--- src/hw/rtl/hssf_pkg.sv ---
// Shared constants, microcode format and control program for the head-shadow stereo filter.
`timescale 1ns / 1ps
`default_nettype none
package hssf_pkg;

   // Default parameter values
   localparam int SAMPLE_BITS_DEF    = 24;
   localparam int COEF_FRAC_BITS_DEF = 16;

   // Coefficient registers are fixed signed Q3.16 words
   localparam int COEF_WIDTH = 20;
   localparam int CSR_ADDR_W = 3;

   // Intermediate value s is clamped to +-(2^43-1) and multiplied in two halves
   localparam int MID_BITS    = 44;
   localparam int MID_LO_BITS = 22;

   // Register indexes
   localparam logic [CSR_ADDR_W-1:0] REG_INV_A0   = 3'd0;
   localparam logic [CSR_ADDR_W-1:0] REG_A1_COEF  = 3'd1;
   localparam logic [CSR_ADDR_W-1:0] REG_B0_LEFT  = 3'd2;
   localparam logic [CSR_ADDR_W-1:0] REG_B1_LEFT  = 3'd3;
   localparam logic [CSR_ADDR_W-1:0] REG_B0_RIGHT = 3'd4;
   localparam logic [CSR_ADDR_W-1:0] REG_B1_RIGHT = 3'd5;

   // Reset values: azimuth 0 at 44.1 kHz
   localparam logic signed [COEF_WIDTH-1:0] RST_INV_A0   = 20'sd30114;
   localparam logic signed [COEF_WIDTH-1:0] RST_A1_COEF  = -20'sd119521;
   localparam logic signed [COEF_WIDTH-1:0] RST_B0_LEFT  = 20'sd142625;
   localparam logic signed [COEF_WIDTH-1:0] RST_B1_LEFT  = -20'sd119521;
   localparam logic signed [COEF_WIDTH-1:0] RST_B0_RIGHT = 20'sd142625;
   localparam logic signed [COEF_WIDTH-1:0] RST_B1_RIGHT = -20'sd119521;

   // Program length and step counter width
   localparam int STEP_COUNT = 19;
   localparam int PC_W       = 5;

   // Jump conditions
   localparam logic [1:0] JMP_NONE     = 2'd0;
   localparam logic [1:0] JMP_WAIT_IN  = 2'd1;
   localparam logic [1:0] JMP_WAIT_OUT = 2'd2;

   // Multiplier coefficient operand
   localparam logic [2:0] MA_B0L = 3'd0;
   localparam logic [2:0] MA_B1L = 3'd1;
   localparam logic [2:0] MA_B0R = 3'd2;
   localparam logic [2:0] MA_B1R = 3'd3;
   localparam logic [2:0] MA_A1  = 3'd4;
   localparam logic [2:0] MA_INV = 3'd5;

   // Multiplier sample operand
   localparam logic [2:0] MB_X   = 3'd0;
   localparam logic [2:0] MB_XP  = 3'd1;
   localparam logic [2:0] MB_YL  = 3'd2;
   localparam logic [2:0] MB_YR  = 3'd3;
   localparam logic [2:0] MB_SLO = 3'd4;
   localparam logic [2:0] MB_SHI = 3'd5;

   // Accumulator operations on the registered product
   localparam logic [2:0] ACC_NOP    = 3'd0;
   localparam logic [2:0] ACC_LOAD   = 3'd1;
   localparam logic [2:0] ACC_ADD    = 3'd2;
   localparam logic [2:0] ACC_SUB    = 3'd3;
   localparam logic [2:0] ACC_ADD_HI = 3'd4;

   // Ear output write
   localparam logic [1:0] YW_NONE  = 2'd0;
   localparam logic [1:0] YW_LEFT  = 2'd1;
   localparam logic [1:0] YW_RIGHT = 2'd2;

   typedef struct packed {
      logic [1:0] jump;
      logic       last;
      logic       mul_en;
      logic [2:0] mul_a;
      logic [2:0] mul_b;
      logic [2:0] acc_op;
      logic       s_wr;
      logic [1:0] y_wr;
   } step_word_type;

   // Control word with the handshake events of this cycle
   typedef struct packed {
      step_word_type word;
      logic          take;
      logic          emit;
   } ctrl_type;

   function automatic step_word_type mk_step(input logic [1:0] jump, input logic last,
                                             input logic mul_en, input logic [2:0] mul_a,
                                             input logic [2:0] mul_b, input logic [2:0] acc_op,
                                             input logic s_wr, input logic [1:0] y_wr);
      step_word_type w;
      w.jump   = jump;
      w.last   = last;
      w.mul_en = mul_en;
      w.mul_a  = mul_a;
      w.mul_b  = mul_b;
      w.acc_op = acc_op;
      w.s_wr   = s_wr;
      w.y_wr   = y_wr;
      return w;
   endfunction

   // Control program: the product of a step is accumulated by the next step
   function automatic step_word_type hssf_microcode(input logic [PC_W-1:0] pc);
      step_word_type w;
      unique case (pc)
         5'd0:  w = mk_step(JMP_WAIT_IN, 1'b0, 1'b0, MA_B0L, MB_X, ACC_NOP, 1'b0, YW_NONE);
         // left ear numerator
         5'd1:  w = mk_step(JMP_NONE, 1'b0, 1'b1, MA_B0L, MB_X, ACC_NOP, 1'b0, YW_NONE);
         5'd2:  w = mk_step(JMP_NONE, 1'b0, 1'b1, MA_B1L, MB_XP, ACC_LOAD, 1'b0, YW_NONE);
         5'd3:  w = mk_step(JMP_NONE, 1'b0, 1'b1, MA_A1, MB_YL, ACC_ADD, 1'b0, YW_NONE);
         5'd4:  w = mk_step(JMP_NONE, 1'b0, 1'b0, MA_A1, MB_YL, ACC_SUB, 1'b0, YW_NONE);
         5'd5:  w = mk_step(JMP_NONE, 1'b0, 1'b0, MA_INV, MB_X, ACC_NOP, 1'b1, YW_NONE);
         // left ear scale by 1/a0
         5'd6:  w = mk_step(JMP_NONE, 1'b0, 1'b1, MA_INV, MB_SLO, ACC_NOP, 1'b0, YW_NONE);
         5'd7:  w = mk_step(JMP_NONE, 1'b0, 1'b1, MA_INV, MB_SHI, ACC_LOAD, 1'b0, YW_NONE);
         5'd8:  w = mk_step(JMP_NONE, 1'b0, 1'b0, MA_INV, MB_X, ACC_ADD_HI, 1'b0, YW_NONE);
         // left result, right ear starts
         5'd9:  w = mk_step(JMP_NONE, 1'b0, 1'b1, MA_B0R, MB_X, ACC_NOP, 1'b0, YW_LEFT);
         5'd10: w = mk_step(JMP_NONE, 1'b0, 1'b1, MA_B1R, MB_XP, ACC_LOAD, 1'b0, YW_NONE);
         5'd11: w = mk_step(JMP_NONE, 1'b0, 1'b1, MA_A1, MB_YR, ACC_ADD, 1'b0, YW_NONE);
         5'd12: w = mk_step(JMP_NONE, 1'b0, 1'b0, MA_A1, MB_YR, ACC_SUB, 1'b0, YW_NONE);
         5'd13: w = mk_step(JMP_NONE, 1'b0, 1'b0, MA_INV, MB_X, ACC_NOP, 1'b1, YW_NONE);
         5'd14: w = mk_step(JMP_NONE, 1'b0, 1'b1, MA_INV, MB_SLO, ACC_NOP, 1'b0, YW_NONE);
         5'd15: w = mk_step(JMP_NONE, 1'b0, 1'b1, MA_INV, MB_SHI, ACC_LOAD, 1'b0, YW_NONE);
         5'd16: w = mk_step(JMP_NONE, 1'b0, 1'b0, MA_INV, MB_X, ACC_ADD_HI, 1'b0, YW_NONE);
         5'd17: w = mk_step(JMP_NONE, 1'b0, 1'b0, MA_INV, MB_X, ACC_NOP, 1'b0, YW_RIGHT);
         // hand the stereo pair to the output register
         5'd18: w = mk_step(JMP_WAIT_OUT, 1'b1, 1'b0, MA_INV, MB_X, ACC_NOP, 1'b0, YW_NONE);
         default: w = mk_step(JMP_NONE, 1'b1, 1'b0, MA_INV, MB_X, ACC_NOP, 1'b0, YW_NONE);
      endcase
      return w;
   endfunction

endpackage
`default_nettype wire

--- src/hw/rtl/head_shadow_stereo_filter_unit.sv ---
// Top level of the first-order head-shadow stereo filter.
`timescale 1ns / 1ps
`default_nettype none
// Takes one signed mono sample per request and returns a left and a right sample, each from
// y = inv_a0 * (b0*x + b1*x_prev - a1*y_prev) with signed Q3.16 coefficients, rounded half up
// and saturated to the sample range; rsp_tuser flags a saturated pair. A request is accepted
// in the idle step and its result enters the output register from the last step; a microcoded
// sequence of nine steps per ear drives a single shared coefficient multiplier, whose product
// is registered before it is accumulated. The next request is accepted while a finished result
// still waits in the output register; a second finished result holds the sequence on its last
// step until the first one is taken. No request is accepted while reset is held. The user must
// write coefficients through the csr port only while the block is idle; the block leaves this
// to the user. Indexes 6 and 7 are ignored.
module head_shadow_stereo_filter_unit #(
   parameter int SAMPLE_BITS    = hssf_pkg::SAMPLE_BITS_DEF,
   parameter int COEF_FRAC_BITS = hssf_pkg::COEF_FRAC_BITS_DEF
) (
   input  wire logic                                  clock,
   input  wire logic                                  reset,
   // Request channel
   input  wire logic                                  req_tvalid,
   output logic                                       req_tready,
   input  wire logic [((SAMPLE_BITS+7)/8)*8-1:0]      req_tdata,  // mono_sample
   // Result channel
   output logic                                       rsp_tvalid,
   input  wire logic                                  rsp_tready,
   output logic [((2*SAMPLE_BITS+7)/8)*8-1:0]         rsp_tdata,  // left_sample, right_sample
   output logic                                       rsp_tuser,  // clipped
   // Coefficient registers
   input  wire logic                                  csr_wen,
   input  wire logic [hssf_pkg::CSR_ADDR_W-1:0]       csr_addr,
   input  wire logic [hssf_pkg::COEF_WIDTH-1:0]       csr_wdata
);
   import hssf_pkg::*;

   localparam int RSP_W = ((2 * SAMPLE_BITS + 7) / 8) * 8;

   ctrl_type               ctrl;
   logic                   out_free;
   logic [SAMPLE_BITS-1:0] out_left, out_right;

   hssf_sequencer u_seq (
      .clock      (clock),
      .reset      (reset),
      .req_tvalid (req_tvalid),
      .out_free   (out_free),
      .req_tready (req_tready),
      .ctrl       (ctrl)
   );

   hssf_datapath #(
      .SAMPLE_BITS    (SAMPLE_BITS),
      .COEF_FRAC_BITS (COEF_FRAC_BITS)
   ) u_dp (
      .clock      (clock),
      .reset      (reset),
      .ctrl       (ctrl),
      .in_sample  (req_tdata[SAMPLE_BITS-1:0]),
      .csr_wen    (csr_wen),
      .csr_addr   (csr_addr),
      .csr_wdata  (csr_wdata),
      .rsp_tready (rsp_tready),
      .out_free   (out_free),
      .rsp_tvalid (rsp_tvalid),
      .out_left   (out_left),
      .out_right  (out_right),
      .out_clip   (rsp_tuser)
   );

   // Pack the stereo pair, left in the low bits
   assign rsp_tdata = RSP_W'({out_right, out_left});

endmodule
`default_nettype wire

--- src/hw/rtl/hssf_sequencer.sv ---
// Step counter and control store that sequence the filter datapath.
`timescale 1ns / 1ps
`default_nettype none
module hssf_sequencer (
   input  wire logic               clock,
   input  wire logic               reset,
   input  wire logic               req_tvalid,
   input  wire logic               out_free,
   output logic                    req_tready,
   output hssf_pkg::ctrl_type      ctrl
);
   import hssf_pkg::*;

   logic [PC_W-1:0] pc_ff;
   logic [PC_W-1:0] pc_in;
   step_word_type   word;
   logic            hold;

   // Fetch the control word of the current step
   assign word = hssf_microcode(pc_ff);

   // Refuse requests while reset is held
   assign req_tready = (word.jump == JMP_WAIT_IN) && !reset;

   // Evaluate the jump condition: stay on a waiting step
   always_comb begin
      unique case (word.jump)
         JMP_WAIT_IN:  hold = !req_tvalid;
         JMP_WAIT_OUT: hold = !out_free;
         default:      hold = 1'b0;
      endcase
   end

   always_comb begin
      ctrl.word = word;
      ctrl.take = req_tready && req_tvalid;
      ctrl.emit = (word.jump == JMP_WAIT_OUT) && out_free;
   end

   // Advance, hold or restart the program
   always_comb begin
      priority if (hold) begin
         pc_in = pc_ff;
      end else if (word.last) begin
         pc_in = '0;
      end else begin
         pc_in = pc_ff + PC_W'(1);
      end
   end

   always_ff @(posedge clock) begin
      if (reset) begin
         pc_ff <= '0;
      end else begin
         pc_ff <= pc_in;
      end
   end

endmodule
`default_nettype wire

--- src/hw/rtl/hssf_datapath.sv ---
// Coefficient registers, shared multiplier, accumulator, rounding and filter state.
`timescale 1ns / 1ps
`default_nettype none
module hssf_datapath #(
   parameter int SAMPLE_BITS    = hssf_pkg::SAMPLE_BITS_DEF,
   parameter int COEF_FRAC_BITS = hssf_pkg::COEF_FRAC_BITS_DEF
) (
   input  wire logic                                  clock,
   input  wire logic                                  reset,
   input  wire hssf_pkg::ctrl_type                    ctrl,
   input  wire logic [SAMPLE_BITS-1:0]                in_sample,
   input  wire logic                                  csr_wen,
   input  wire logic [hssf_pkg::CSR_ADDR_W-1:0]       csr_addr,
   input  wire logic [hssf_pkg::COEF_WIDTH-1:0]       csr_wdata,
   input  wire logic                                  rsp_tready,
   output logic                                       out_free,
   output logic                                       rsp_tvalid,
   output logic [SAMPLE_BITS-1:0]                     out_left,
   output logic [SAMPLE_BITS-1:0]                     out_right,
   output logic                                       out_clip
);
   import hssf_pkg::*;

   localparam int MB     = (SAMPLE_BITS > MID_LO_BITS + 1) ? SAMPLE_BITS : MID_LO_BITS + 1;
   localparam int PROD_W = COEF_WIDTH + MB;
   localparam int ACC_P1 = COEF_WIDTH + SAMPLE_BITS + 3;
   localparam int ACC_P2 = COEF_WIDTH + MID_BITS + 2;
   localparam int ACC_W  = (ACC_P1 > ACC_P2) ? ACC_P1 : ACC_P2;

   localparam logic signed [ACC_W-1:0] HALF    = ACC_W'(1) <<< (COEF_FRAC_BITS - 1);
   localparam logic signed [ACC_W-1:0] MID_MAX = (ACC_W'(1) <<< (MID_BITS - 1)) - ACC_W'(1);
   localparam logic signed [ACC_W-1:0] MID_MIN = -MID_MAX;
   localparam logic signed [ACC_W-1:0] SAT_MAX = (ACC_W'(1) <<< (SAMPLE_BITS - 1)) - ACC_W'(1);
   localparam logic signed [ACC_W-1:0] SAT_MIN = ~SAT_MAX;

   // Coefficient registers
   logic signed [COEF_WIDTH-1:0] inv_a0_ff, a1_coef_ff;
   logic signed [COEF_WIDTH-1:0] b0_left_ff, b1_left_ff, b0_right_ff, b1_right_ff;

   // Filter state and work registers
   logic signed [SAMPLE_BITS-1:0] x_ff, xp_ff, yl_ff, yr_ff;
   logic signed [MID_BITS-1:0]    s_ff;
   logic signed [PROD_W-1:0]      prod_ff, prod_in;
   logic signed [ACC_W-1:0]       acc_ff, acc_in;
   logic                          clip_ff;

   // Output register
   logic                          rsp_valid_ff;
   logic [SAMPLE_BITS-1:0]        rsp_left_ff, rsp_right_ff;
   logic                          rsp_clip_ff;

   logic signed [COEF_WIDTH-1:0]  a_op;
   logic signed [MB-1:0]          b_op;
   logic signed [MID_BITS-MID_LO_BITS-1:0] s_hi;
   logic signed [ACC_W-1:0]       prod_ext;
   logic signed [ACC_W-1:0]       rnd_sum, rnd_q;
   logic signed [ACC_W-1:0]       s_clamp, y_clamp;
   logic                          y_sat;

   // Load coefficients from the register port; ignore unused indexes
   always_ff @(posedge clock) begin
      if (reset) begin
         inv_a0_ff   <= RST_INV_A0;
         a1_coef_ff  <= RST_A1_COEF;
         b0_left_ff  <= RST_B0_LEFT;
         b1_left_ff  <= RST_B1_LEFT;
         b0_right_ff <= RST_B0_RIGHT;
         b1_right_ff <= RST_B1_RIGHT;
      end else if (csr_wen) begin
         unique case (csr_addr)
            REG_INV_A0:   inv_a0_ff   <= csr_wdata;
            REG_A1_COEF:  a1_coef_ff  <= csr_wdata;
            REG_B0_LEFT:  b0_left_ff  <= csr_wdata;
            REG_B1_LEFT:  b1_left_ff  <= csr_wdata;
            REG_B0_RIGHT: b0_right_ff <= csr_wdata;
            REG_B1_RIGHT: b1_right_ff <= csr_wdata;
            default: ;
         endcase
      end
   end

   // Select multiplier operands
   assign s_hi = s_ff[MID_BITS-1:MID_LO_BITS];

   always_comb begin
      unique case (ctrl.word.mul_a)
         MA_B0L:  a_op = b0_left_ff;
         MA_B1L:  a_op = b1_left_ff;
         MA_B0R:  a_op = b0_right_ff;
         MA_B1R:  a_op = b1_right_ff;
         MA_A1:   a_op = a1_coef_ff;
         default: a_op = inv_a0_ff;
      endcase
   end

   always_comb begin
      unique case (ctrl.word.mul_b)
         MB_XP:   b_op = MB'(xp_ff);
         MB_YL:   b_op = MB'(yl_ff);
         MB_YR:   b_op = MB'(yr_ff);
         MB_SLO:  b_op = MB'({1'b0, s_ff[MID_LO_BITS-1:0]});
         MB_SHI:  b_op = MB'(s_hi);
         default: b_op = MB'(x_ff);
      endcase
   end

   assign prod_in  = a_op * b_op;
   assign prod_ext = ACC_W'(prod_ff);

   // Accumulate the product registered by the previous step
   always_comb begin
      unique case (ctrl.word.acc_op)
         ACC_LOAD:   acc_in = prod_ext;
         ACC_ADD:    acc_in = acc_ff + prod_ext;
         ACC_SUB:    acc_in = acc_ff - prod_ext;
         ACC_ADD_HI: acc_in = acc_ff + (prod_ext <<< MID_LO_BITS);
         default:    acc_in = acc_ff;
      endcase
   end

   // Round half up, then clamp to the intermediate range and to the sample range
   assign rnd_sum = acc_ff + HALF;
   assign rnd_q   = rnd_sum >>> COEF_FRAC_BITS;

   always_comb begin
      s_clamp = rnd_q;
      if (rnd_q > MID_MAX) begin
         s_clamp = MID_MAX;
      end
      if (rnd_q < MID_MIN) begin
         s_clamp = MID_MIN;
      end
      y_clamp = rnd_q;
      y_sat   = 1'b0;
      if (rnd_q > SAT_MAX) begin
         y_clamp = SAT_MAX;
         y_sat   = 1'b1;
      end
      if (rnd_q < SAT_MIN) begin
         y_clamp = SAT_MIN;
         y_sat   = 1'b1;
      end
   end

   // Work registers
   always_ff @(posedge clock) begin
      if (ctrl.word.mul_en) begin
         prod_ff <= prod_in;
      end
      acc_ff <= acc_in;
      if (ctrl.word.s_wr) begin
         s_ff <= s_clamp[MID_BITS-1:0];
      end
      if (ctrl.take) begin
         x_ff <= in_sample;
      end
   end

   // Filter state and clip flag
   always_ff @(posedge clock) begin
      if (reset) begin
         xp_ff   <= '0;
         yl_ff   <= '0;
         yr_ff   <= '0;
         clip_ff <= 1'b0;
      end else begin
         if (ctrl.take) begin
            clip_ff <= 1'b0;
         end else if (ctrl.word.y_wr != YW_NONE) begin
            clip_ff <= clip_ff | y_sat;
         end
         if (ctrl.word.y_wr == YW_LEFT) begin
            yl_ff <= y_clamp[SAMPLE_BITS-1:0];
         end
         if (ctrl.word.y_wr == YW_RIGHT) begin
            yr_ff <= y_clamp[SAMPLE_BITS-1:0];
         end
         if (ctrl.emit) begin
            xp_ff <= x_ff;
         end
      end
   end

   // Output register: load on emit, drop on take
   assign out_free = !rsp_valid_ff || rsp_tready;

   always_ff @(posedge clock) begin
      if (reset) begin
         rsp_valid_ff <= 1'b0;
      end else if (ctrl.emit) begin
         rsp_valid_ff <= 1'b1;
      end else if (rsp_tready) begin
         rsp_valid_ff <= 1'b0;
      end
   end

   always_ff @(posedge clock) begin
      if (ctrl.emit) begin
         rsp_left_ff  <= yl_ff;
         rsp_right_ff <= yr_ff;
         rsp_clip_ff  <= clip_ff;
      end
   end

   assign rsp_tvalid = rsp_valid_ff;
   assign out_left   = rsp_left_ff;
   assign out_right  = rsp_right_ff;
   assign out_clip   = rsp_clip_ff;

endmodule
`default_nettype wire

--- config.mk ---
export PLATFORM = sky130hd
export DESIGN_NAME = head_shadow_stereo_filter_unit
export DESIGN_NICKNAME = d
export VERILOG_FILES = /design/src/hw/rtl/hssf_pkg.sv /design/src/hw/rtl/head_shadow_stereo_filter_unit.sv /design/src/hw/rtl/hssf_sequencer.sv /design/src/hw/rtl/hssf_datapath.sv
export SDC_FILE = /design/constraint.sdc
export NUM_CORES = 2
export LEC_CHECK = 0
export BUFFER_PORTS_ARGS = -buffer_cell sky130_fd_sc_hd__buf_2
export CELL_PAD_IN_SITES_DETAIL_PLACEMENT = 1
export CELL_PAD_IN_SITES_GLOBAL_PLACEMENT = 2
export CORE_ASPECT_RATIO = 0.8
export CORE_MARGIN = 5
export CORE_UTILIZATION = 35
export CTS_CLUSTER_DIAMETER = 50
export CTS_CLUSTER_SIZE = 25
export DETAILED_ROUTE_END_ITERATION = 10
export PLACE_DENSITY = 0.79
export SLEW_MARGIN = 10
export SYNTH_ARGS = -nofsm -noshare
export SYNTH_HDL_FRONTEND = slang
export SYNTH_HIERARCHICAL = 1
export SYNTH_SLANG_ARGS = --single-unit
--- constraint.sdc ---
create_clock -name clock -period 12.41 [get_ports clock]
set_clock_uncertainty 0.2 [all_clocks]
set_input_delay 0.6205 -clock clock [delete_from_list [all_inputs] [get_ports clock]]
set_output_delay 0.6205 -clock clock [all_outputs]
set_load 0.01 [all_outputs]
==> reports/results.ini <==
[grt]
grt_max_degree=98
grt_pass1_vias=37400
grt_overflow_total=0
antenna_found_initial=9
met1_usage_pct=35.4
grt_pass1_wl_um=237000
grt_use_total_pct=23.5
grtUsageMet3_pct=5.42
gr-max-usage-layer=met1
gr-usage-met2_pct=34.7

[sta]
setup_tns_ps=0
tightest_slew_ps=1320
slew_violations=0
period_needed_ps=10760
clock.fmax_ghz=0.0929
grt_setup_unrepaired=false
post-route-period-util_pct=86.7
maxSlewHeadroom_pct=12.0
setup_violations=0
hold_viol=0

[synth]
yosysSeqAreaShare_pct=25.3
synth_area_um2=43800
synthFlopType=edfxtp_1
syn-num-nets=5740
synthTopCellsByCount=inv_1, nand2_1, fa_1, nor2_1, a21oi_1
yosysWarnings=6
synthMuxAreaShare_pct=2.11
synth.most_common_cell=inv_1
synth_edf_count=227
synth_compound_area_share_pct=13.9
synth.area.top_cells=fa_1, edfxtp_1, dfxtp_1
syn_inst=4961
yosys.area.top_type=fa_1
synth.avg_cell_area_um2=8.83
synthAdderAreaFrac_pct=29.2
yosys_register_bits=441
synth_top_family_by_area=adder cells
synth-simple-area-share_pct=16.5
netlist.area_leader.share_pct=22.6
synth_xor_area_share_pct=5.04
async_flop_share_pct=0
synth_cell_type_count=92

[layout]
seq_area_um2=11100
fin_area_um2=48700
fin_util_pct=39.1
drive_gt1_share_pct=7.90
multi_input_area_um2=29300
nNetsFinal=5765
syn_to_final_growth_pct=11.2
nFillCells=14500

[min_path]
hp-start=csr_wdata[17]
hold_path_class=input port to flip-flop
hold_path_depth=3

[floorplan]
initial_utilization_pct=35.1
io_pins=103
dieWidth_um=406
die_area_um2=132000
die_h_um=326
core_um2=125000
rows=116

[clock_network]
clk_path_buf_depth=3
root_buffer=clkbuf_16
cts_buffers=60
cts.sinks=441
clk_latency_ps=680
post-cts-setup-buffer-count=0
h-tree-depth=2
cts_tree=built
cts.clk_slew.worst_paths_ps=90
ctsResizeCount=0

[route]
first_iter_violations=3190
drcViolationCount=0
dr_total_vias=36200
first_pass_iters=6
via_per_inst=5.41
wire_per_inst_um=23.5
routed_wl_um=157000
ant_nets=0

[setup_path]
cp_max_fo=55
criticalPathCategory=flip-flop to flip-flop
critPathLaunch=u_seq/word[8]
cp-start-kind=flip-flop
r2r_cells=27
arrival_ps=11000
critPathRequiredTime_ps=12650
r2r-start=u_seq/word[8]
cp-end-kind=flip-flop

[place]
hpwl_um=124000
port_buffers=102
gp_congestion=0.890
placed_area_um2=46100

[job]
maxCapViolations=0

[status]
outcome=finished, final reports clean

-- logic make-up (layout without fill, tap and decap cells) --
group           Yosys count  after routing
mux                      87             87
flops                   441            441
other cells               0              1
buf+inv                 905            982
xor+xnor                252            252
fa+ha+maj               727            727
simple gates           1569           1569
compound gates          980            980
-- per-layer routing --
metal,vias to the layer above,part of all wire (%)
li1,16500,-
met1,18500,47
met2,1056,42
met3,139,8.6
met4,2,1.6
met5,-,0.0051
-- layout by cell type, fill, tap and decap left out, drive strengths merged, types with 29 or more instances in the layout --
master,n
a22oi,31
a21oi,297
and3,29
nand4,45
nor2b,50
o21a,38
nor2,440
a21o,87
xnor2,146
nand2b,47
edfxtp,227
ha,233
mux2i,65
nand3b,61
fa,494
xor2,106
nor3,47
buf,178
dfxtp,214
o21bai,31
inv,682
o21ai,263
clkbuf,64
nand2,658
nand3,74
a31oi,29
-- what timing repair did --
action / CTS / global route
endpoints found under the hold margin: 26 / 0
hold buffers: 26 / 0
endpoints found under the setup margin: 0 / 0
-- final timing paths --
check / slack [ps] / end
setup reg to reg: 1650 / u_dp/prod_ff[42]
hold reg to reg: 250 / u_dp/out_clip
setup / recovery: 1650 / u_dp/prod_ff[42]
hold / removal: 60 / u_dp/inv_a0_ff[17]
-- critical path: stages (launching register included) --
cell	delay, ps
dfxtp_2	600
buf_4	550
nand2_1	200
o22a_1	210
o22a_1	220
o22ai_1	890
nor2_1	180
fa_1	490
fa_1	550
inv_1	60
fa_1	490
fa_1	530
fa_1	450
fa_1	520
fa_1	550
inv_1	50
ha_1	370
a21oi_1	250
o211ai_1	150
a31o_2	280
o31ai_1	490
a22oi_1	210
o41a_1	480
o31ai_1	790
o211ai_1	220
a21o_1	220
a21oi_1	160
xnor2_1	90
-- cell type report --
| cell class | count | share of cell area [%] |
|---|---|---|
| Antenna cell | 1 | 0.00514 |
| Clock buffer | 64 | 3.22 |
| Clock inverter | 50 | 1.60 |
| Inverter | 664 | 5.12 |
| Multi-Input combinational cell | 3615 | 60.3 |
| Sequential cell | 441 | 22.8 |
| Tap cell | 1652 | 4.24 |
| Timing Repair Buffer | 204 | 2.76 |
-- sequential cells by signal (all words and copies together), names as in the netlist, 20 cells and up --
signal / flops
u_dp/out_left: 24
u_dp/x_ff: 24
u_dp/prod_ff: 44
u_dp/out_right: 24
u_dp/s_ff: 44
u_dp/a1_coef_ff: 20
u_dp/b0_right_ff: 20
u_dp/xp_ff: 24
u_dp/yr_ff: 24
u_dp/b0_left_ff: 20
u_dp/b1_right_ff: 20
u_dp/b1_left_ff: 20
u_dp/acc_ff: 66
u_dp/inv_a0_ff: 20
u_dp/yl_ff: 24
-- through the flow --
stage / std cells / hold WS [ps] / setup slack (ps)
2_1_floorplan: 4961 / 208 / 3500
3_3_place_gp: 6550 / 222 / 1960
3_5_place_dp: 6550 / 234 / 1850
4_1_cts: 6690 / 3.16 / 1800
5_1_grt: 6690 / 46.3 / 1230
6_report: 6691 / 56.6 / 1650
Power is left out: the tool's default activity adds up to more than one toggle a clock period on the data nets, which glitch-free logic cannot reach.
